**src/sv/etl_pkg.sv**
```systemverilog
// Shared types and constants for the expression token lexer.
// No dependencies; every other file of the block imports this package.
`default_nettype none

package etl_pkg;

   // Field widths and defaults
   localparam int CHAR_BITS           = 8;
   localparam int VALUE_BITS          = 32;
   localparam int LENGTH_BITS         = 12;
   localparam int LINE_BITS_DEFAULT   = 20;
   localparam int QUEUE_DEPTH_DEFAULT = 4;
   localparam int RESULT_DEPTH        = 4;

   localparam logic [LENGTH_BITS-1:0] MAX_IDENT_RESET = 12'd511;

   // Character class picked by the front end
   typedef enum logic [3:0] {
      CLS_SPACE,
      CLS_END,
      CLS_PLUS,
      CLS_MINUS,
      CLS_STAR,
      CLS_SLASH,
      CLS_SEMI,
      CLS_EQUAL,
      CLS_BANG,
      CLS_LESS,
      CLS_GREATER,
      CLS_DIGIT,
      CLS_ALPHA,
      CLS_OTHER
   } char_class_type;

   // One classified source byte
   typedef struct packed {
      char_class_type        cls;
      logic [CHAR_BITS-1:0]  code;
   } class_item_type;

   typedef enum logic [4:0] {
      TK_END     = 5'd0,
      TK_PLUS    = 5'd1,
      TK_MINUS   = 5'd2,
      TK_STAR    = 5'd3,
      TK_SLASH   = 5'd4,
      TK_SEMI    = 5'd5,
      TK_ASSIGN  = 5'd6,
      TK_EQ      = 5'd7,
      TK_NE      = 5'd8,
      TK_LT      = 5'd9,
      TK_GT      = 5'd10,
      TK_LE      = 5'd11,
      TK_GE      = 5'd12,
      TK_INTLIT  = 5'd13,
      TK_IDENT   = 5'd14,
      TK_PRINT   = 5'd15,
      TK_INT     = 5'd16,
      TK_IDCHAR  = 5'd17,
      TK_ERROR   = 5'd18
   } token_kind_type;

   typedef enum logic [1:0] {
      ERR_NONE      = 2'd0,
      ERR_UNKNOWN   = 2'd1,
      ERR_BANG      = 2'd2,
      ERR_TOO_LONG  = 2'd3
   } error_code_type;

   // One result item, minus the line number
   typedef struct packed {
      token_kind_type          kind;
      logic [VALUE_BITS-1:0]   value;
      logic                    overflow;
      logic [LENGTH_BITS-1:0]  length;
      error_code_type          error;
      logic                    last;
   } result_type;

endpackage

`default_nettype wire

```
**src/sv/etl_front.sv**
```systemverilog
// Front end of the lexer: classifies each accepted byte and counts lines.
// Depends on etl_pkg.
`default_nettype none

module etl_front import etl_pkg::*; #(
   parameter int LINE_BITS = LINE_BITS_DEFAULT
) (
   input  wire logic                  clock,
   input  wire logic                  reset,
   input  wire logic                  accept,
   input  wire logic [CHAR_BITS-1:0]  char_code,
   output class_item_type             item,
   output logic [LINE_BITS-1:0]       line
);

   localparam logic [CHAR_BITS-1:0] CH_NUL     = 8'h00;
   localparam logic [CHAR_BITS-1:0] CH_TAB     = 8'h09;
   localparam logic [CHAR_BITS-1:0] CH_LF      = 8'h0A;
   localparam logic [CHAR_BITS-1:0] CH_FF      = 8'h0C;
   localparam logic [CHAR_BITS-1:0] CH_CR      = 8'h0D;
   localparam logic [CHAR_BITS-1:0] CH_SPACE   = 8'h20;
   localparam logic [CHAR_BITS-1:0] CH_BANG    = 8'h21;
   localparam logic [CHAR_BITS-1:0] CH_STAR    = 8'h2A;
   localparam logic [CHAR_BITS-1:0] CH_PLUS    = 8'h2B;
   localparam logic [CHAR_BITS-1:0] CH_MINUS   = 8'h2D;
   localparam logic [CHAR_BITS-1:0] CH_SLASH   = 8'h2F;
   localparam logic [CHAR_BITS-1:0] CH_DIGIT_0 = 8'h30;
   localparam logic [CHAR_BITS-1:0] CH_DIGIT_9 = 8'h39;
   localparam logic [CHAR_BITS-1:0] CH_SEMI    = 8'h3B;
   localparam logic [CHAR_BITS-1:0] CH_LESS    = 8'h3C;
   localparam logic [CHAR_BITS-1:0] CH_EQUAL   = 8'h3D;
   localparam logic [CHAR_BITS-1:0] CH_GREATER = 8'h3E;
   localparam logic [CHAR_BITS-1:0] CH_UPPER_A = 8'h41;
   localparam logic [CHAR_BITS-1:0] CH_UPPER_Z = 8'h5A;
   localparam logic [CHAR_BITS-1:0] CH_UNDER   = 8'h5F;
   localparam logic [CHAR_BITS-1:0] CH_LOWER_A = 8'h61;
   localparam logic [CHAR_BITS-1:0] CH_LOWER_Z = 8'h7A;

   localparam logic [LINE_BITS-1:0] LINE_FIRST = LINE_BITS'(1);

   logic [LINE_BITS-1:0] line_ff;
   logic [LINE_BITS-1:0] line_in;
   logic [LINE_BITS-1:0] line_bump;

   // Classify the byte
   always_comb begin
      item.code = char_code;
      case (char_code) inside
         CH_NUL:                                     item.cls = CLS_END;
         CH_TAB, CH_LF, CH_FF, CH_CR, CH_SPACE:      item.cls = CLS_SPACE;
         CH_PLUS:                                    item.cls = CLS_PLUS;
         CH_MINUS:                                   item.cls = CLS_MINUS;
         CH_STAR:                                    item.cls = CLS_STAR;
         CH_SLASH:                                   item.cls = CLS_SLASH;
         CH_SEMI:                                    item.cls = CLS_SEMI;
         CH_EQUAL:                                   item.cls = CLS_EQUAL;
         CH_BANG:                                    item.cls = CLS_BANG;
         CH_LESS:                                    item.cls = CLS_LESS;
         CH_GREATER:                                 item.cls = CLS_GREATER;
         [CH_DIGIT_0:CH_DIGIT_9]:                    item.cls = CLS_DIGIT;
         [CH_UPPER_A:CH_UPPER_Z], [CH_LOWER_A:CH_LOWER_Z], CH_UNDER:
                                                     item.cls = CLS_ALPHA;
         default:                                    item.cls = CLS_OTHER;
      endcase
   end

   // Count newlines, saturating; restart the count after the end byte
   always_comb begin
      line_bump = line_ff;
      if (char_code == CH_LF && !(&line_ff)) begin
         line_bump = line_ff + 1'b1;
      end
      line_in = line_ff;
      if (accept) begin
         line_in = (char_code == CH_NUL) ? LINE_FIRST : line_bump;
      end
   end

   assign line = line_bump;

   always_ff @(posedge clock) begin
      if (reset) begin
         line_ff <= LINE_FIRST;
      end else begin
         line_ff <= line_in;
      end
   end

endmodule

`default_nettype wire

```
**src/sv/etl_fifo.sv**
```systemverilog
// Small register queue between the lexer front end and back end.
// Depends on etl_pkg for the default depth.
`default_nettype none

module etl_fifo import etl_pkg::*; #(
   parameter int WIDTH = 8,
   parameter int DEPTH = QUEUE_DEPTH_DEFAULT
) (
   input  wire logic              clock,
   input  wire logic              reset,
   input  wire logic              push,
   input  wire logic [WIDTH-1:0]  wdata,
   output logic                   full,
   input  wire logic              pop,
   output logic [WIDTH-1:0]       rdata,
   output logic                   empty
);

   localparam int PTR_BITS = $clog2(DEPTH);
   localparam logic [PTR_BITS:0] COUNT_FULL = (PTR_BITS + 1)'(DEPTH);

   logic [WIDTH-1:0]    mem_ff [DEPTH];
   logic [PTR_BITS-1:0] wr_ptr_ff;
   logic [PTR_BITS-1:0] rd_ptr_ff;
   logic [PTR_BITS:0]   count_ff;
   logic [PTR_BITS-1:0] wr_ptr_in;
   logic [PTR_BITS-1:0] rd_ptr_in;
   logic [PTR_BITS:0]   count_in;
   logic                do_push;
   logic                do_pop;

   assign full    = (count_ff == COUNT_FULL);
   assign empty   = (count_ff == '0);
   assign do_push = push && !full;
   assign do_pop  = pop && !empty;
   assign rdata   = mem_ff[rd_ptr_ff];

   // Advance pointers and occupancy
   always_comb begin
      wr_ptr_in = do_push ? wr_ptr_ff + 1'b1 : wr_ptr_ff;
      rd_ptr_in = do_pop ? rd_ptr_ff + 1'b1 : rd_ptr_ff;
      count_in  = count_ff + (PTR_BITS + 1)'(do_push) - (PTR_BITS + 1)'(do_pop);
   end

   always_ff @(posedge clock) begin
      if (reset) begin
         wr_ptr_ff <= '0;
         rd_ptr_ff <= '0;
         count_ff  <= '0;
      end else begin
         wr_ptr_ff <= wr_ptr_in;
         rd_ptr_ff <= rd_ptr_in;
         count_ff  <= count_in;
      end
   end

   // Store the item
   always_ff @(posedge clock) begin
      if (do_push) begin
         mem_ff[wr_ptr_ff] <= wdata;
      end
   end

endmodule

`default_nettype wire

```
**src/sv/etl_back.sv**
```systemverilog
// Back end of the lexer: scanner state machine, limit register, result queue.
// Depends on etl_pkg.
`default_nettype none

module etl_back import etl_pkg::*; #(
   parameter int LINE_BITS = LINE_BITS_DEFAULT
) (
   input  wire logic                    clock,
   input  wire logic                    reset,
   input  wire logic                    in_empty,
   output logic                         in_pop,
   input  wire class_item_type          in_item,
   input  wire logic [LINE_BITS-1:0]    in_line,
   input  wire logic                    csr_valid,
   output logic                         csr_ready,
   input  wire logic [LENGTH_BITS-1:0]  csr_max_ident_chars,
   input  wire logic                    rsp_pop,
   output logic                         rsp_empty,
   output result_type                   rsp_head,
   output logic [LINE_BITS-1:0]         rsp_line
);

   typedef enum logic [2:0] {
      MODE_START,
      MODE_EQ,
      MODE_BANG,
      MODE_LT,
      MODE_GT,
      MODE_INT,
      MODE_IDENT,
      MODE_HOLD
   } mode_type;

   // Keyword match progress: p, pr, pri, prin, print, i, in, int
   localparam logic [3:0] KW_NONE  = 4'd0;
   localparam logic [3:0] KW_P     = 4'd1;
   localparam logic [3:0] KW_PR    = 4'd2;
   localparam logic [3:0] KW_PRI   = 4'd3;
   localparam logic [3:0] KW_PRIN  = 4'd4;
   localparam logic [3:0] KW_PRINT = 4'd5;
   localparam logic [3:0] KW_I     = 4'd6;
   localparam logic [3:0] KW_IN    = 4'd7;
   localparam logic [3:0] KW_INT   = 4'd8;

   localparam logic [CHAR_BITS-1:0] CH_I = 8'h69;
   localparam logic [CHAR_BITS-1:0] CH_N = 8'h6E;
   localparam logic [CHAR_BITS-1:0] CH_P = 8'h70;
   localparam logic [CHAR_BITS-1:0] CH_R = 8'h72;
   localparam logic [CHAR_BITS-1:0] CH_T = 8'h74;

   localparam int OUT_PTR_BITS = $clog2(RESULT_DEPTH);
   localparam logic [OUT_PTR_BITS:0] OUT_ROOM = (OUT_PTR_BITS + 1)'(RESULT_DEPTH - 2);
   localparam logic [LENGTH_BITS-1:0] LENGTH_ONE = LENGTH_BITS'(1);

   function automatic logic [CHAR_BITS-1:0] kw_next(logic [3:0] progress);
      case (progress)
         KW_P:    return CH_R;
         KW_PR:   return CH_I;
         KW_PRI:  return CH_N;
         KW_PRIN: return CH_T;
         KW_I:    return CH_N;
         KW_IN:   return CH_T;
         default: return '0;
      endcase
   endfunction

   function automatic result_type make_result(token_kind_type kind,
                                              logic [VALUE_BITS-1:0] value,
                                              logic overflow,
                                              logic [LENGTH_BITS-1:0] length,
                                              error_code_type error);
      result_type r;
      r.kind     = kind;
      r.value    = value;
      r.overflow = overflow;
      r.length   = length;
      r.error    = error;
      r.last     = 1'b0;
      return r;
   endfunction

   // Scanner state
   mode_type                 mode_ff, mode_in;
   logic [VALUE_BITS-1:0]    acc_ff, acc_in;
   logic                     ovf_ff, ovf_in;
   logic [LENGTH_BITS-1:0]   count_ff, count_in;
   logic [3:0]               kw_ff, kw_in;
   logic [LENGTH_BITS-1:0]   max_ff;

   // New-token outcome for the current byte
   logic                     beg_emit;
   result_type               beg_res;
   mode_type                 beg_mode;
   logic [VALUE_BITS-1:0]    beg_acc;
   logic [LENGTH_BITS-1:0]   beg_count;
   logic [3:0]               beg_kw;

   // Results of the current byte
   logic                     run_begin;
   logic [1:0]               n_res;
   result_type               res0;
   result_type               res1;
   logic [VALUE_BITS+3:0]    acc_next;
   logic [LENGTH_BITS-1:0]   count_up;
   logic                     is_word;
   logic                     take;

   // Result queue
   result_type               res_mem_ff  [RESULT_DEPTH];
   logic [LINE_BITS-1:0]     line_mem_ff [RESULT_DEPTH];
   logic [OUT_PTR_BITS-1:0]  wr_ptr_ff, wr_ptr_in, wr_ptr_next;
   logic [OUT_PTR_BITS-1:0]  rd_ptr_ff, rd_ptr_in;
   logic [OUT_PTR_BITS:0]    out_count_ff, out_count_in;
   logic [1:0]               n_written;
   logic                     do_out_pop;

   assign csr_ready  = 1'b1;
   assign take       = !in_empty && (out_count_ff <= OUT_ROOM);
   assign in_pop     = take;
   assign is_word    = (in_item.cls == CLS_DIGIT) || (in_item.cls == CLS_ALPHA);
   assign count_up   = count_ff + 1'b1;
   assign acc_next   = {1'b0, acc_ff, 3'b000} + {3'b000, acc_ff, 1'b0}
                       + (VALUE_BITS + 4)'(in_item.code[3:0]);

   // Start a new token from this byte
   always_comb begin
      beg_emit  = 1'b0;
      beg_res   = make_result(TK_END, '0, 1'b0, '0, ERR_NONE);
      beg_mode  = MODE_START;
      beg_acc   = '0;
      beg_count = '0;
      beg_kw    = KW_NONE;
      case (in_item.cls)
         CLS_SPACE: begin
         end
         CLS_END: begin
            beg_emit = 1'b1;
         end
         CLS_PLUS: begin
            beg_emit = 1'b1;
            beg_res  = make_result(TK_PLUS, '0, 1'b0, '0, ERR_NONE);
         end
         CLS_MINUS: begin
            beg_emit = 1'b1;
            beg_res  = make_result(TK_MINUS, '0, 1'b0, '0, ERR_NONE);
         end
         CLS_STAR: begin
            beg_emit = 1'b1;
            beg_res  = make_result(TK_STAR, '0, 1'b0, '0, ERR_NONE);
         end
         CLS_SLASH: begin
            beg_emit = 1'b1;
            beg_res  = make_result(TK_SLASH, '0, 1'b0, '0, ERR_NONE);
         end
         CLS_SEMI: begin
            beg_emit = 1'b1;
            beg_res  = make_result(TK_SEMI, '0, 1'b0, '0, ERR_NONE);
         end
         CLS_EQUAL:   beg_mode = MODE_EQ;
         CLS_BANG:    beg_mode = MODE_BANG;
         CLS_LESS:    beg_mode = MODE_LT;
         CLS_GREATER: beg_mode = MODE_GT;
         CLS_DIGIT: begin
            beg_mode = MODE_INT;
            beg_acc  = VALUE_BITS'(in_item.code[3:0]);
         end
         CLS_ALPHA: begin
            beg_emit = 1'b1;
            if (max_ff == '0) begin
               beg_mode = MODE_HOLD;
               beg_res  = make_result(TK_ERROR, '0, 1'b0, '0, ERR_TOO_LONG);
            end else begin
               beg_mode  = MODE_IDENT;
               beg_count = LENGTH_ONE;
               beg_kw    = (in_item.code == CH_P) ? KW_P :
                           (in_item.code == CH_I) ? KW_I : KW_NONE;
               beg_res   = make_result(TK_IDCHAR, VALUE_BITS'(in_item.code), 1'b0,
                                       LENGTH_ONE, ERR_NONE);
            end
         end
         default: begin
            beg_emit = 1'b1;
            beg_mode = MODE_HOLD;
            beg_res  = make_result(TK_ERROR, '0, 1'b0, '0, ERR_UNKNOWN);
         end
      endcase
   end

   // Close the pending token, then start a new one where the byte allows
   always_comb begin
      mode_in   = mode_ff;
      acc_in    = acc_ff;
      ovf_in    = ovf_ff;
      count_in  = count_ff;
      kw_in     = kw_ff;
      run_begin = 1'b0;
      n_res     = 2'd0;
      res0      = make_result(TK_END, '0, 1'b0, '0, ERR_NONE);
      res1      = make_result(TK_END, '0, 1'b0, '0, ERR_NONE);
      case (mode_ff)
         MODE_EQ: begin
            n_res = 2'd1;
            if (in_item.cls == CLS_EQUAL) begin
               res0    = make_result(TK_EQ, '0, 1'b0, '0, ERR_NONE);
               mode_in = MODE_START;
            end else begin
               res0      = make_result(TK_ASSIGN, '0, 1'b0, '0, ERR_NONE);
               run_begin = 1'b1;
            end
         end
         MODE_LT: begin
            n_res = 2'd1;
            if (in_item.cls == CLS_EQUAL) begin
               res0    = make_result(TK_LE, '0, 1'b0, '0, ERR_NONE);
               mode_in = MODE_START;
            end else begin
               res0      = make_result(TK_LT, '0, 1'b0, '0, ERR_NONE);
               run_begin = 1'b1;
            end
         end
         MODE_GT: begin
            n_res = 2'd1;
            if (in_item.cls == CLS_EQUAL) begin
               res0    = make_result(TK_GE, '0, 1'b0, '0, ERR_NONE);
               mode_in = MODE_START;
            end else begin
               res0      = make_result(TK_GT, '0, 1'b0, '0, ERR_NONE);
               run_begin = 1'b1;
            end
         end
         MODE_BANG: begin
            n_res = 2'd1;
            if (in_item.cls == CLS_EQUAL) begin
               res0    = make_result(TK_NE, '0, 1'b0, '0, ERR_NONE);
               mode_in = MODE_START;
            end else begin
               res0    = make_result(TK_ERROR, '0, 1'b0, '0, ERR_BANG);
               mode_in = MODE_HOLD;
               if (in_item.cls == CLS_END) begin
                  // Error, then end of stream; clear the scanner
                  n_res    = 2'd2;
                  mode_in  = MODE_START;
                  acc_in   = '0;
                  ovf_in   = 1'b0;
                  count_in = '0;
                  kw_in    = KW_NONE;
               end
            end
         end
         MODE_INT: begin
            if (in_item.cls == CLS_DIGIT) begin
               acc_in = acc_next[VALUE_BITS-1:0];
               ovf_in = ovf_ff || (acc_next[VALUE_BITS+3:VALUE_BITS] != '0);
            end else begin
               n_res     = 2'd1;
               res0      = make_result(TK_INTLIT, acc_ff, ovf_ff, '0, ERR_NONE);
               run_begin = 1'b1;
            end
         end
         MODE_IDENT: begin
            n_res = 2'd1;
            if (is_word) begin
               if (count_ff >= max_ff) begin
                  res0    = make_result(TK_ERROR, '0, 1'b0, '0, ERR_TOO_LONG);
                  mode_in = MODE_HOLD;
               end else begin
                  count_in = count_up;
                  kw_in    = (in_item.code == kw_next(kw_ff)) ? kw_ff + 1'b1 : KW_NONE;
                  res0     = make_result(TK_IDCHAR, VALUE_BITS'(in_item.code), 1'b0,
                                         count_up, ERR_NONE);
               end
            end else begin
               res0 = make_result((kw_ff == KW_PRINT) ? TK_PRINT :
                                  (kw_ff == KW_INT) ? TK_INT : TK_IDENT,
                                  '0, 1'b0, count_ff, ERR_NONE);
               run_begin = 1'b1;
            end
         end
         MODE_HOLD: begin
            if (in_item.cls == CLS_END) begin
               n_res    = 2'd1;
               mode_in  = MODE_START;
               acc_in   = '0;
               ovf_in   = 1'b0;
               count_in = '0;
               kw_in    = KW_NONE;
            end
         end
         default: begin
            run_begin = 1'b1;
         end
      endcase

      if (run_begin) begin
         mode_in  = beg_mode;
         acc_in   = beg_acc;
         ovf_in   = 1'b0;
         count_in = beg_count;
         kw_in    = beg_kw;
         if (beg_emit) begin
            if (n_res == 2'd0) begin
               res0 = beg_res;
            end else begin
               res1 = beg_res;
            end
            n_res = n_res + 1'b1;
         end
      end

      // Mark the final result of this byte
      res0.last = (n_res == 2'd1);
      res1.last = 1'b1;
   end

   // Hold scanner state and the limit register
   always_ff @(posedge clock) begin
      if (reset) begin
         mode_ff  <= MODE_START;
         acc_ff   <= '0;
         ovf_ff   <= 1'b0;
         count_ff <= '0;
         kw_ff    <= KW_NONE;
         max_ff   <= MAX_IDENT_RESET;
      end else begin
         if (take) begin
            mode_ff  <= mode_in;
            acc_ff   <= acc_in;
            ovf_ff   <= ovf_in;
            count_ff <= count_in;
            kw_ff    <= kw_in;
         end
         if (csr_valid && csr_ready) begin
            max_ff <= csr_max_ident_chars;
         end
      end
   end

   // Result queue bookkeeping
   assign do_out_pop  = rsp_pop && !rsp_empty;
   assign n_written   = take ? n_res : 2'd0;
   assign wr_ptr_next = wr_ptr_ff + 1'b1;

   always_comb begin
      wr_ptr_in    = wr_ptr_ff + OUT_PTR_BITS'(n_written);
      rd_ptr_in    = do_out_pop ? rd_ptr_ff + 1'b1 : rd_ptr_ff;
      out_count_in = out_count_ff + (OUT_PTR_BITS + 1)'(n_written)
                     - (OUT_PTR_BITS + 1)'(do_out_pop);
   end

   always_ff @(posedge clock) begin
      if (reset) begin
         wr_ptr_ff    <= '0;
         rd_ptr_ff    <= '0;
         out_count_ff <= '0;
      end else begin
         wr_ptr_ff    <= wr_ptr_in;
         rd_ptr_ff    <= rd_ptr_in;
         out_count_ff <= out_count_in;
      end
   end

   // Write up to two results per byte
   always_ff @(posedge clock) begin
      if (n_written != 2'd0) begin
         res_mem_ff[wr_ptr_ff]  <= res0;
         line_mem_ff[wr_ptr_ff] <= in_line;
      end
      if (n_written == 2'd2) begin
         res_mem_ff[wr_ptr_next]  <= res1;
         line_mem_ff[wr_ptr_next] <= in_line;
      end
   end

   assign rsp_empty = (out_count_ff == '0);
   assign rsp_head  = res_mem_ff[rd_ptr_ff];
   assign rsp_line  = line_mem_ff[rd_ptr_ff];

endmodule

`default_nettype wire

```
**src/sv/expression_token_lexer_unit.sv**
```systemverilog
// Expression token lexer: one source byte per cycle in while req_full is low, tokens out as a queue.
// An accepted byte is registered in the byte queue, then scanned into the result queue.
// Throughput: one byte per cycle, set by the scanner stage, while the queues have room; the result
// queue drains one result per cycle, so a byte that closes one token and opens another leaves two results.
// Reset (synchronous): queues empty, scanner at start, line number 1, identifier limit 511.
`default_nettype none

module expression_token_lexer_unit import etl_pkg::*; #(
   parameter int LINE_BITS   = LINE_BITS_DEFAULT,
   parameter int QUEUE_DEPTH = QUEUE_DEPTH_DEFAULT
) (
   input  wire logic                    clock,
   input  wire logic                    reset,
   input  wire logic                    req_push,
   output logic                         req_full,
   input  wire logic [CHAR_BITS-1:0]    req_char_code,
   input  wire logic                    csr_valid,
   output logic                         csr_ready,
   input  wire logic [LENGTH_BITS-1:0]  csr_max_ident_chars,
   output logic                         rsp_empty,
   input  wire logic                    rsp_pop,
   output logic [4:0]                   rsp_token_kind,
   output logic [VALUE_BITS-1:0]        rsp_token_value,
   output logic                         rsp_literal_overflow,
   output logic [LENGTH_BITS-1:0]       rsp_ident_length,
   output logic [1:0]                   rsp_error_code,
   output logic [LINE_BITS-1:0]         rsp_line_number,
   output logic                         rsp_last_of_run
);

   localparam int ITEM_BITS = $bits(class_item_type);
   localparam int MID_WIDTH = ITEM_BITS + LINE_BITS;

   logic                  req_take;
   class_item_type        front_item;
   logic [LINE_BITS-1:0]  front_line;
   logic [MID_WIDTH-1:0]  mid_wdata;
   logic [MID_WIDTH-1:0]  mid_rdata;
   logic                  mid_full;
   logic                  mid_empty;
   logic                  mid_pop;
   class_item_type        mid_item;
   logic [LINE_BITS-1:0]  mid_line;
   result_type            head;

   assign req_take  = req_push && !req_full;
   assign req_full  = mid_full;
   assign mid_wdata = {front_item, front_line};
   assign mid_item  = class_item_type'(mid_rdata[MID_WIDTH-1:LINE_BITS]);
   assign mid_line  = mid_rdata[LINE_BITS-1:0];

   etl_front #(
      .LINE_BITS (LINE_BITS)
   ) u_front (
      .clock     (clock),
      .reset     (reset),
      .accept    (req_take),
      .char_code (req_char_code),
      .item      (front_item),
      .line      (front_line)
   );

   etl_fifo #(
      .WIDTH (MID_WIDTH),
      .DEPTH (QUEUE_DEPTH)
   ) u_queue (
      .clock (clock),
      .reset (reset),
      .push  (req_take),
      .wdata (mid_wdata),
      .full  (mid_full),
      .pop   (mid_pop),
      .rdata (mid_rdata),
      .empty (mid_empty)
   );

   etl_back #(
      .LINE_BITS (LINE_BITS)
   ) u_back (
      .clock               (clock),
      .reset               (reset),
      .in_empty            (mid_empty),
      .in_pop              (mid_pop),
      .in_item             (mid_item),
      .in_line             (mid_line),
      .csr_valid           (csr_valid),
      .csr_ready           (csr_ready),
      .csr_max_ident_chars (csr_max_ident_chars),
      .rsp_pop             (rsp_pop),
      .rsp_empty           (rsp_empty),
      .rsp_head            (head),
      .rsp_line            (rsp_line_number)
   );

   // Drive result fields from the queue head
   assign rsp_token_kind       = head.kind;
   assign rsp_token_value      = head.value;
   assign rsp_literal_overflow = head.overflow;
   assign rsp_ident_length     = head.length;
   assign rsp_error_code       = head.error;
   assign rsp_last_of_run      = head.last;

`ifndef SYNTHESIS
   // Both queues come out of reset empty
   a_reset_empty: assert property (@(posedge clock)
      reset |=> (!req_full && rsp_empty))
      else $error("queues not empty after reset");

   // Error code is set exactly on error tokens
   a_error_code: assert property (@(posedge clock) disable iff (reset)
      !rsp_empty |-> ((rsp_token_kind == TK_ERROR) == (rsp_error_code != ERR_NONE)))
      else $error("error code does not match token kind");

   // The end token always closes the run of its byte
   a_end_last: assert property (@(posedge clock) disable iff (reset)
      (!rsp_empty && rsp_token_kind == TK_END) |-> rsp_last_of_run)
      else $error("end token not marked last of run");

   // Line numbers start at one and never reach zero
   a_line_nonzero: assert property (@(posedge clock) disable iff (reset)
      !rsp_empty |-> (rsp_line_number != '0))
      else $error("line number is zero");
`endif

endmodule

`default_nettype wire
```
**config.mk**
```make
export PLATFORM = sky130hd
export DESIGN_NAME = expression_token_lexer_unit
export DESIGN_NICKNAME = d
export VERILOG_FILES = /design/src/sv/etl_pkg.sv /design/src/sv/etl_front.sv /design/src/sv/etl_fifo.sv /design/src/sv/etl_back.sv /design/src/sv/expression_token_lexer_unit.sv
export SDC_FILE = /design/constraint.sdc
export NUM_CORES = 1
export LEC_CHECK = 0
export BUFFER_PORTS_ARGS = -buffer_cell sky130_fd_sc_hd__buf_4
export CAP_MARGIN = 5
export CORE_MARGIN = 5
export CORE_UTILIZATION = 56
export CTS_CLUSTER_DIAMETER = 30
export DETAILED_ROUTE_END_ITERATION = 16
export PLACE_DENSITY = 0.79
export SLEW_MARGIN = 20
export SYNTH_ARGS = -nofsm -noshare
export SYNTH_HDL_FRONTEND = slang
export SYNTH_HIERARCHICAL = 1
export SYNTH_SLANG_ARGS = --single-unit
```
**constraint.sdc**
```tcl
create_clock -name clock -period 4.3 [get_ports clock]
set_input_delay 0 -clock clock [delete_from_list [all_inputs] [get_ports clock]]
set_output_delay 0 -clock clock [all_outputs]
set_load 0.005 [all_outputs]
```
-- Word level (Yosys, flattened, before mapping)
Memory sizes are Yosys's and may differ from the RTL's. A register that Yosys moved wholly into a read port is not among the register bits.
Index checks and enable logic that the tools add are counted.
- output and inout port bits: 76
- logic and storage cells: 235
- memories: 3
- register bits: 98
- input bits: 25
- RAM bits: 420
- equal/unequal tests: 55
- reduce and logical (&&, ||, !) cells: 40
- magnitude comparators: 8
- add/subtract/negate cells: 15
- multiplexer cells: 101
- memories (name ; words ; bits a word ; read ports ; clocked after Yosys merged registers in ; write ports ; line ; text):
    u_back.res_mem_ff ; 4 ; 53 ; 1 ; 1 ; 2 ; etl_back.sv:109 ; result_type res_mem_ff [RESULT_DEPTH];
    u_queue.mem_ff ; 4 ; 32 ; 1 ; 1 ; 1 ; etl_fifo.sv:22 ; logic [WIDTH-1:0] mem_ff [DEPTH];
    u_back.line_mem_ff ; 4 ; 20 ; 1 ; 1 ; 2 ; etl_back.sv:110 ; logic [LINE_BITS-1:0] line_mem_ff [RESULT_DEPTH];
- operators with widths (cell ; number):
    two-way mux 53 bit ; 8
    one-hot mux 53 bit (7 select lines) ; 1
    one-hot mux 53 bit (6 select lines) ; 1
    two-way mux 50 bit ; 3
    two-way mux 32 bit ; 4
    one-hot mux 32 bit (3 select lines) ; 1
    two-way mux 4 bit ; 22
    == test 8 x 6 -> 1 bit (second input constant) ; 10
    two-way mux 12 bit ; 6
    two-way mux 52 bit ; 1
    two-way mux 51 bit ; 1
    two-way mux 49 bit ; 1
    two-way mux 20 bit ; 2
    adder 35 x 33 -> 36 bit ; 1
    adder 36 x 4 -> 36 bit ; 1
    one-hot mux 12 bit (3 select lines) ; 1
    == test 4 x 3 -> 1 bit (second input constant) ; 8
    == test 8 x 4 -> 1 bit (second input constant) ; 4
    one-hot mux 7 bit (4 select lines) ; 1
    == test 4 bit (second input constant) ; 6
    == test 8 x 7 -> 1 bit (second input constant) ; 3
    two-way mux 3 bit ; 8
    two-way mux 8 bit ; 3
    two-way mux 2 bit ; 11
    other kinds (53) ; 111

-- Logic depth before layout (Yosys ltp)
Gate-level depths: netlist of run 1.
- depth after elaboration: 16
- depth in mapped cells: 19

-- Hierarchy
Netlist of run 1, hierarchy kept.
- modules (own cells, without submodules) (module ; cells an instance ; sequential area each (um^2) ; instances ; area each (um^2)):
    etl_back ; 1698 ; 8708.4 ; 1 ; 18212.5
    etl_fifo ; 218 ; 4023.9 ; 1 ; 5132.4
    etl_front ; 250 ; 400.4 ; 1 ; 1919.3
    expression_token_lexer_unit ; 1 ; 0.0 ; 1 ; 13.8

-- Worst setup path before layout of run 1
Ideal clock, no wire load.
- path kind: register to register
- from: register (tool-made name)
- to: memory u_back/line_mem_ff[0][0] (netlist bit), enable pin
- period minus slack after synthesis: 4.689 ns
- stages on the path, launching flop included: 16
- setup slack: -0.389 ns
- library setup time: 0.390 ns
- arrival time: 4.300 ns
- cells stage by stage: dfxtp_1 buf_6 buf_12 mux4_2 or4b_1 buf_2 mux2_2 a21boi_4 inv_2 ha_1 and2b_1 mux2i_4 o211ai_2 and2_1 buf_2 inv_1
- RTL lines (what ; line):
    end: declaration ; etl_back.sv:110

==> impl_metrics.env, run 1 <==
export IMPL_die_height_microns=222
export IMPL_post_dp_hpwl_microns=42300
export IMPL_maxSlewHeadroom_pct=37.0
export IMPL_cellPowerDensity_mw_per_mm2=618
export IMPL_portBuffers=99
export IMPL_grt_use_met1_pct=36.1
export IMPL_nNetsFinal=2428
export IMPL_whs_endpoint="u_queue/mem_ff[2][27]"
export IMPL_path_max_fanout=32
export IMPL_cp_slowest_cell="or4b_4"
export IMPL_maxSlewViolCount=0
export IMPL_critPathKind="reg -> reg"
export IMPL_ys_seq_area_share_pct=52.0
export IMPL_gr_total_overflow=0
export IMPL_clk_pin_slew_worst_paths_ns=0.05
export IMPL_hold_viol_final=0
export IMPL_vias=19600
export IMPL_cap_violations=0
export IMPL_grt_setup_unrepaired="false"
export IMPL_grt_pass1_vias=19700
export IMPL_r2r_slack_ns=0.15
export IMPL_startpoint_type="flop"
export IMPL_pwr_share_comb_pct=26.5
export IMPL_cts_buffers=96
export IMPL_clock_sinks=522
export IMPL_power_frac_clock_pct=39.4
export IMPL_r2r_cells=13
export IMPL_post_cts_buffers=0
export IMPL_routed_via_density=6.59
export IMPL_routabilityCongestion=0.954
export IMPL_routed_wl_microns=70000
export IMPL_cp_arrival_ns=4.45
export IMPL_switching_share_pct=33.3
export IMPL_mostFrequentLayoutCells="edfxtp_1 (268), dfxtp_1 (251), o21ai_0 (180)"
export IMPL_ys_flop_type="edfxtp_1"
export IMPL_dieArea_sq_mm=0.0495
export IMPL_busiest_layer="met2"
export IMPL_status="finished, final reports clean"
export IMPL_setup_violations_final=0
export IMPL_p_leak_nw=11.3
export IMPL_ant_nets=0
export IMPL_p_int_mw=12.5
export IMPL_grt_pass1_wl_microns=111000
export IMPL_die_x_microns=222
export IMPL_drive_gt1_share_pct=20.7
export IMPL_syn_to_final_growth_pct=20.1
export IMPL_synth_distinct_cells=100
export IMPL_ys_seq_elements=522
export IMPL_drtIter0Drc=2728
export IMPL_holdWs_ns=0.197
export IMPL_grt_use_total_pct=27.8
export IMPL_synth_nets=2288
export IMPL_worstSkewPairLatency_ns=0.66
export IMPL_grt_met3_usage_pct=6.37
export IMPL_r2r_end="u_back/line_mem_ff[2][0]"
export IMPL_final_util_pct=68.4
export IMPL_fin_crit_ns=4.15
export IMPL_multi_input_area_sq_mm=0.0112
export IMPL_worstHoldStart="req_char_code[7]"
export IMPL_peakVddDrop_v=0.000470
export IMPL_async_flop_share_pct=0
export IMPL_postSynthCellCount=2167
export IMPL_holdPathStages=2
export IMPL_sequentialPowerShare_pct=34.1
export IMPL_cts_max_level=3
export IMPL_skew_ns=0.0387
export IMPL_antenna_cells=0
export IMPL_tightest_slew_ns=0.945
export IMPL_antenna_found_initial=0
export IMPL_cts_root_buf="clkbuf_16"
export IMPL_io_pins=101
export IMPL_fill_cells=2972
export IMPL_layout_commonest_cell="edfxtp_1"
export IMPL_synth_edf_count=268
export IMPL_fmax_mhz=241
export IMPL_worstPathCellList="mux4_2, or4b_4, mux2_4, a21boi_4, inv_2, ha_4, and2b_1, mux2i_4, buf_4, o211ai_4, and2_4, clkinvlp_4, buf_12"
export IMPL_yosys_warnings=6
export IMPL_p_sw_mw=6.24
export IMPL_use_met2_pct=45.7
export IMPL_endpoint_kind="flop"
export IMPL_grt_max_degree=70
export IMPL_worstHoldPathType="in -> reg"
export IMPL_drc=0
export IMPL_period_share_pct=96.5
export IMPL_routedWlPerCell_microns=23.5
export IMPL_cts_buffer_depth=3
export IMPL_drt_pre_antenna_iters=6
export IMPL_required_ns=4.60
export IMPL_cpPeakStageDelay_ns=0.60
export IMPL_core_area_sq_mm=0.0444
export IMPL_syn_area_sq_mm=0.0253
export IMPL_start_util_pct=56.9
export IMPL_regArea_sq_mm=0.0131
export IMPL_syn_area_per_cell_sq_um=11.7
export IMPL_tritoncts="built"
export IMPL_row_count=77
-- worst max-delay path by stage --
stage / endpoint / slack [ns] / cells after the start
3_3_place_gp: u_back/line_mem_ff[2][9] / 0.16 / 13
4_1_cts: u_back/line_mem_ff[2][0] / 0.04 / 13
6_report: u_back/line_mem_ff[2][0] / 0.15 / 13
2_1_floorplan: u_back/line_mem_ff[0][0] / -0.03 / 15
5_1_grt: u_back/line_mem_ff[2][0] / 0.03 / 15
3_5_place_dp: u_back/line_mem_ff[2][7] / 0.08 / 13
-- layer usage --
layer | wire length, microns | part of all wire, % | vias to the layer above
met5 | 0 | 0 | -
met4 | 2720 | 3.9 | 0
met3 | 6430 | 9.2 | 223
met2 | 33900 | 48 | 1234
met1 | 26900 | 38 | 9543
li1 | - | - | 8639
-- cells in the mapped netlist (34+ instances only) --
master	instances	area share [%]
edfxtp_1	268	32
dfxtp_1	254	20
o21ai_0	181	3.6
nand3_1	140	2.8
nand2_1	132	2.0
nor2_1	111	1.6
mux4_2	105	9.4
ha_1	92	4.6
clkbuf_1	84	1.2
a22o_1	63	2.2
o22ai_1	62	1.5
a21oi_1	61	1.2
inv_1	58	0.86
xnor2_1	39	1.4
a21o_1	37	1.1
buf_2	34	0.67
-- worst max-delay path: cells and delay by family, from the launching register on --
| kind | cells | cell delay [ns] |
|---|---|---|
| buf+inv | 4 | 0.70 |
| fa+ha+maj | 1 | 0.29 |
| simple gates | 3 | 1.03 |
| mux | 3 | 1.10 |
| flops | 1 | 0.41 |
| compound gates | 2 | 0.26 |
-- state kept, by name (all words and copies together), names as in the netlist, named ones only --
name / count
u_front/line_ff: 20
u_back/res_mem_ff: 212
u_queue/mem_ff: 128
u_back/out_count_ff: 3
u_back/rd_ptr_ff: 2
u_back/max_ff: 12
u_back/kw_ff: 4
u_back/mode_ff: 3
u_queue/count_ff: 3
u_back/wr_ptr_ff: 2
u_back/line_mem_ff: 80
u_back/count_ff: 12
u_queue/rd_ptr_ff: 2
u_queue/wr_ptr_ff: 2
u_back/ovf_ff: 1
u_back/acc_ff: 32
-- layout make-up --
type	instances	area share, %
multi-input cells	1429	37.0
well taps	592	2.44
clock buffers	109	8.21
inverters	61	0.804
flip-flops and latches	522	43.3
clock inverters	69	2.49
repair buffers	197	5.72
-- cells by family after synthesis --
family | Yosys count | share of synthesized area (%)
compound gates | 580 | 15.4
other cells | 1 | 0.0148
buf+inv | 216 | 3.89
flops | 522 | 52.0
simple gates | 569 | 11.7
fa+ha+maj | 96 | 4.87
mux | 120 | 10.0
xor+xnor | 63 | 2.18
-- metrics by stage --
stage / TNS [ns] / instances / area [sq um] / setup WS (ns) / power [mW]
after CTS: 0 / 2979 / 30400 / 0.0445 / 18.8
after global routing: 0 / 2979 / 30400 / 0.0262 / 19.5
after global placement: 0 / 2758 / 26700 / 0.159 / 11.0
after floorplan: -2.54 / 2167 / 25300 / -0.0296 / 9.38
final: 0 / 2979 / 30400 / 0.150 / 18.8
after detailed placement: 0 / 2758 / 26700 / 0.0768 / 11.2
-- what timing repair did --
action	in CTS	in global routing
gates resized for setup	1	3
hold buffers	43	0
endpoints found under the hold margin	91	0
endpoints found under the setup margin	6	90
-- power groups by stage --
stage	clock (mW)	combinational, mW	sequential (mW)
after global placement	0	4.62	6.41
final	7.39	4.97	6.41
after CTS	7.47	4.88	6.40
after global routing	7.76	5.25	6.45
after floorplan	0	3.18	6.20
after detailed placement	0	4.74	6.46
(Power assumes the default switching activity.)
==> inputs of run 2 (changes only) <==
==> constraint.sdc (replaced) <==
create_clock -name clock -period 4.3 [get_ports clock]
set_input_delay 1.075 -clock clock [delete_from_list [all_inputs] [get_ports clock]]
set_output_delay 1.075 -clock clock [all_outputs]
set_load 0.005 [all_outputs]
==> run 2 against run 1 <==
  * Cell area is 0.95% lower
  * Combinational power is 3% lower
  * Total power is 1.4% higher
  * Utilization is 0.65 points lower
  * Critical endpoint is now u_back/line_mem_ff[1][7]
  * Register-to-register slack hardly changed
  * Critical path depth stayed put
  * First-iteration DRC count is 6.5% lower
  * Worst hold slack better by 0.27 ns
==> impl_metrics.env, run 2 (synthesis results as in run 1) <==
export IMPL_post_dp_hpwl_microns=41900
export IMPL_p_leak_nw=11.2
export IMPL_clk_pin_slew_worst_paths_ns=0.05
export IMPL_grt_use_total_pct=27.0
export IMPL_fmax_mhz=241
export IMPL_nNetsFinal=2384
export IMPL_startpoint_type="flop"
export IMPL_tightest_slew_ns=0.983
export IMPL_maxSlewHeadroom_pct=33.9
export IMPL_cp_arrival_ns=4.50
export IMPL_period_share_pct=96.6
export IMPL_holdPathStages=2
export IMPL_drive_gt1_share_pct=20.9
export IMPL_critPathKind="reg -> reg"
export IMPL_dp_cells=2754
export IMPL_cellPowerDensity_mw_per_mm2=633
export IMPL_routabilityCongestion=0.930
export IMPL_largest_register_ffs=212
export IMPL_required_ns=4.64
export IMPL_reg_largest_list="u_back/res_mem_ff x212, u_queue/mem_ff x128, u_back/line_mem_ff x80"
export IMPL_io_pins=101
export IMPL_cts_buffers=97
export IMPL_drc=0
export IMPL_die_height_microns=222
export IMPL_skew_ns=0.0429
export IMPL_core_area_sq_mm=0.0444
export IMPL_peakVddDrop_v=0.000430
export IMPL_endpoint_kind="flop"
export IMPL_fin_crit_ns=4.15
export IMPL_routedWlPerCell_microns=23.3
export IMPL_routed_via_density=6.59
export IMPL_fill_cells=2946
export IMPL_routed_wl_microns=68600
export IMPL_hold_viol_final=0
export IMPL_dp_slack_ns=0.0981
export IMPL_mostFrequentLayoutCells="edfxtp_1 (268), dfxtp_1 (251), o21ai_0 (180)"
export IMPL_drt_pre_antenna_iters=6
export IMPL_worstSkewPairLatency_ns=0.67
export IMPL_antenna_found_initial=2
export IMPL_grt_setup_unrepaired="false"
export IMPL_cts_max_level=3
export IMPL_cts_root_buf="clkbuf_16"
export IMPL_grt_pass1_vias=19000
export IMPL_regArea_sq_mm=0.0131
export IMPL_dieArea_sq_mm=0.0495
export IMPL_ant_nets=0
export IMPL_path_max_fanout=26
export IMPL_grt_max_degree=70
export IMPL_status="finished, final reports clean"
export IMPL_clock_sinks=522
export IMPL_start_util_pct=56.9
export IMPL_portBuffers=99
export IMPL_vias=19400
export IMPL_tns_ns=0
export IMPL_tritoncts="built"
export IMPL_cap_violations=0
export IMPL_cts_hold_buf=0
export IMPL_worstHoldPathType="reg -> reg"
export IMPL_gr_total_overflow=0
export IMPL_r2r_cells=13
export IMPL_cts_buffer_depth=3
export IMPL_multi_input_area_sq_mm=0.0112
export IMPL_grt_pass1_wl_microns=107000
export IMPL_syn_to_final_growth_pct=19.0
export IMPL_maxSlewViolCount=0
export IMPL_layout_cells_non_filler=2939
export IMPL_regMostFlops="u_back/res_mem_ff"
export IMPL_setup_slack_ns=0.147
export IMPL_drtIter0Drc=2552
export IMPL_setup_violations_final=0
export IMPL_layout_commonest_cell="edfxtp_1"
export IMPL_die_x_microns=222
export IMPL_row_count=77
## run 2: cell types whose count changed in the layout (fill, tap and decap cells not counted), sizes merged
cell,previous run,this run
buf,154,152
diode,0,1
bufinv,5,12
dlygate4sd3,43,0
inv,79,69
clkinvlp,17,15
clkbuf,109,112
clkinv,29,35
## run 2: layout make-up
| class | count | share of cell area, % |
|---|---|---|
| Tap cell | 592 | 2.46 |
| Inverter | 61 | 0.811 |
| Sequential cell | 522 | 43.7 |
| Clock inverter | 70 | 2.80 |
| Antenna cell | 1 | 0.00832 |
| Multi-Input combinational cell | 1429 | 37.4 |
| Clock buffer | 112 | 8.54 |
| Timing Repair Buffer | 152 | 4.29 |
## run 2: worst max-delay path, stage by stage (launching register included)
cell and delay, ns:
dfxtp_2 0.44, mux4_2 0.55, or4b_4 0.60, mux2_4 0.31, a21boi_4 0.23, inv_2 0.10, ha_4 0.30, and2b_1 0.20
mux2i_4 0.23, buf_4 0.21, o211ai_4 0.09, and2_4 0.23, clkinvlp_4 0.12, buf_12 0.20
## run 2: timing repair
item | CTS | global route
resized for setup | 0 | 6
endpoints found under the setup margin | 0 | 126
setup buffers | 0 | 2
## run 2: final timing paths
kind	from	to	slack, ns
max	flop	u_back/line_mem_ff[1][7]	0.15
min	u_back/res_mem_ff[3][26]	u_back/res_mem_ff[3][26]	0.47
max reg2reg	flop	u_back/line_mem_ff[1][7]	0.15
min reg2reg	u_back/res_mem_ff[3][26]	u_back/res_mem_ff[3][26]	0.47
## run 2: power breakdown
part	leakage [nW]	internal (mW)	switching (mW)	total, mW
Clock	1.64	5.06	2.75	7.81
Sequential	4.48	6.00	0.385	6.38
Combinational	5.07	1.88	2.96	4.84
Total	11.2	12.9	6.10	19.0
## run 2: per-layer routing
metal  up-vias  global-route usage (%)  wire length (microns)
li1       8538                       -                      -
met1      9459                    36.0                  26900
met2      1162                    43.9                  33000
met3       219                    5.97                   6300
met4         4                    10.2                   2430
met5         -                       0                     32
## run 2: through the flow
| step | power, mW | util (%) | hold slack (ns) | instance area, sq um |
|---|---|---|---|---|
| 2_1_floorplan | 9.38 | - | 0.438 | 25300 |
| 3_3_place_gp | 11.0 | 59.9 | 0.447 | 26600 |
| 3_5_place_dp | 11.1 | 59.9 | 0.457 | 26600 |
| 4_1_cts | 19.0 | 67.6 | 0.468 | 30000 |
| 5_1_grt | 19.7 | 67.7 | 0.488 | 30100 |
| 6_report | 19.0 | 67.7 | 0.466 | 30100 |
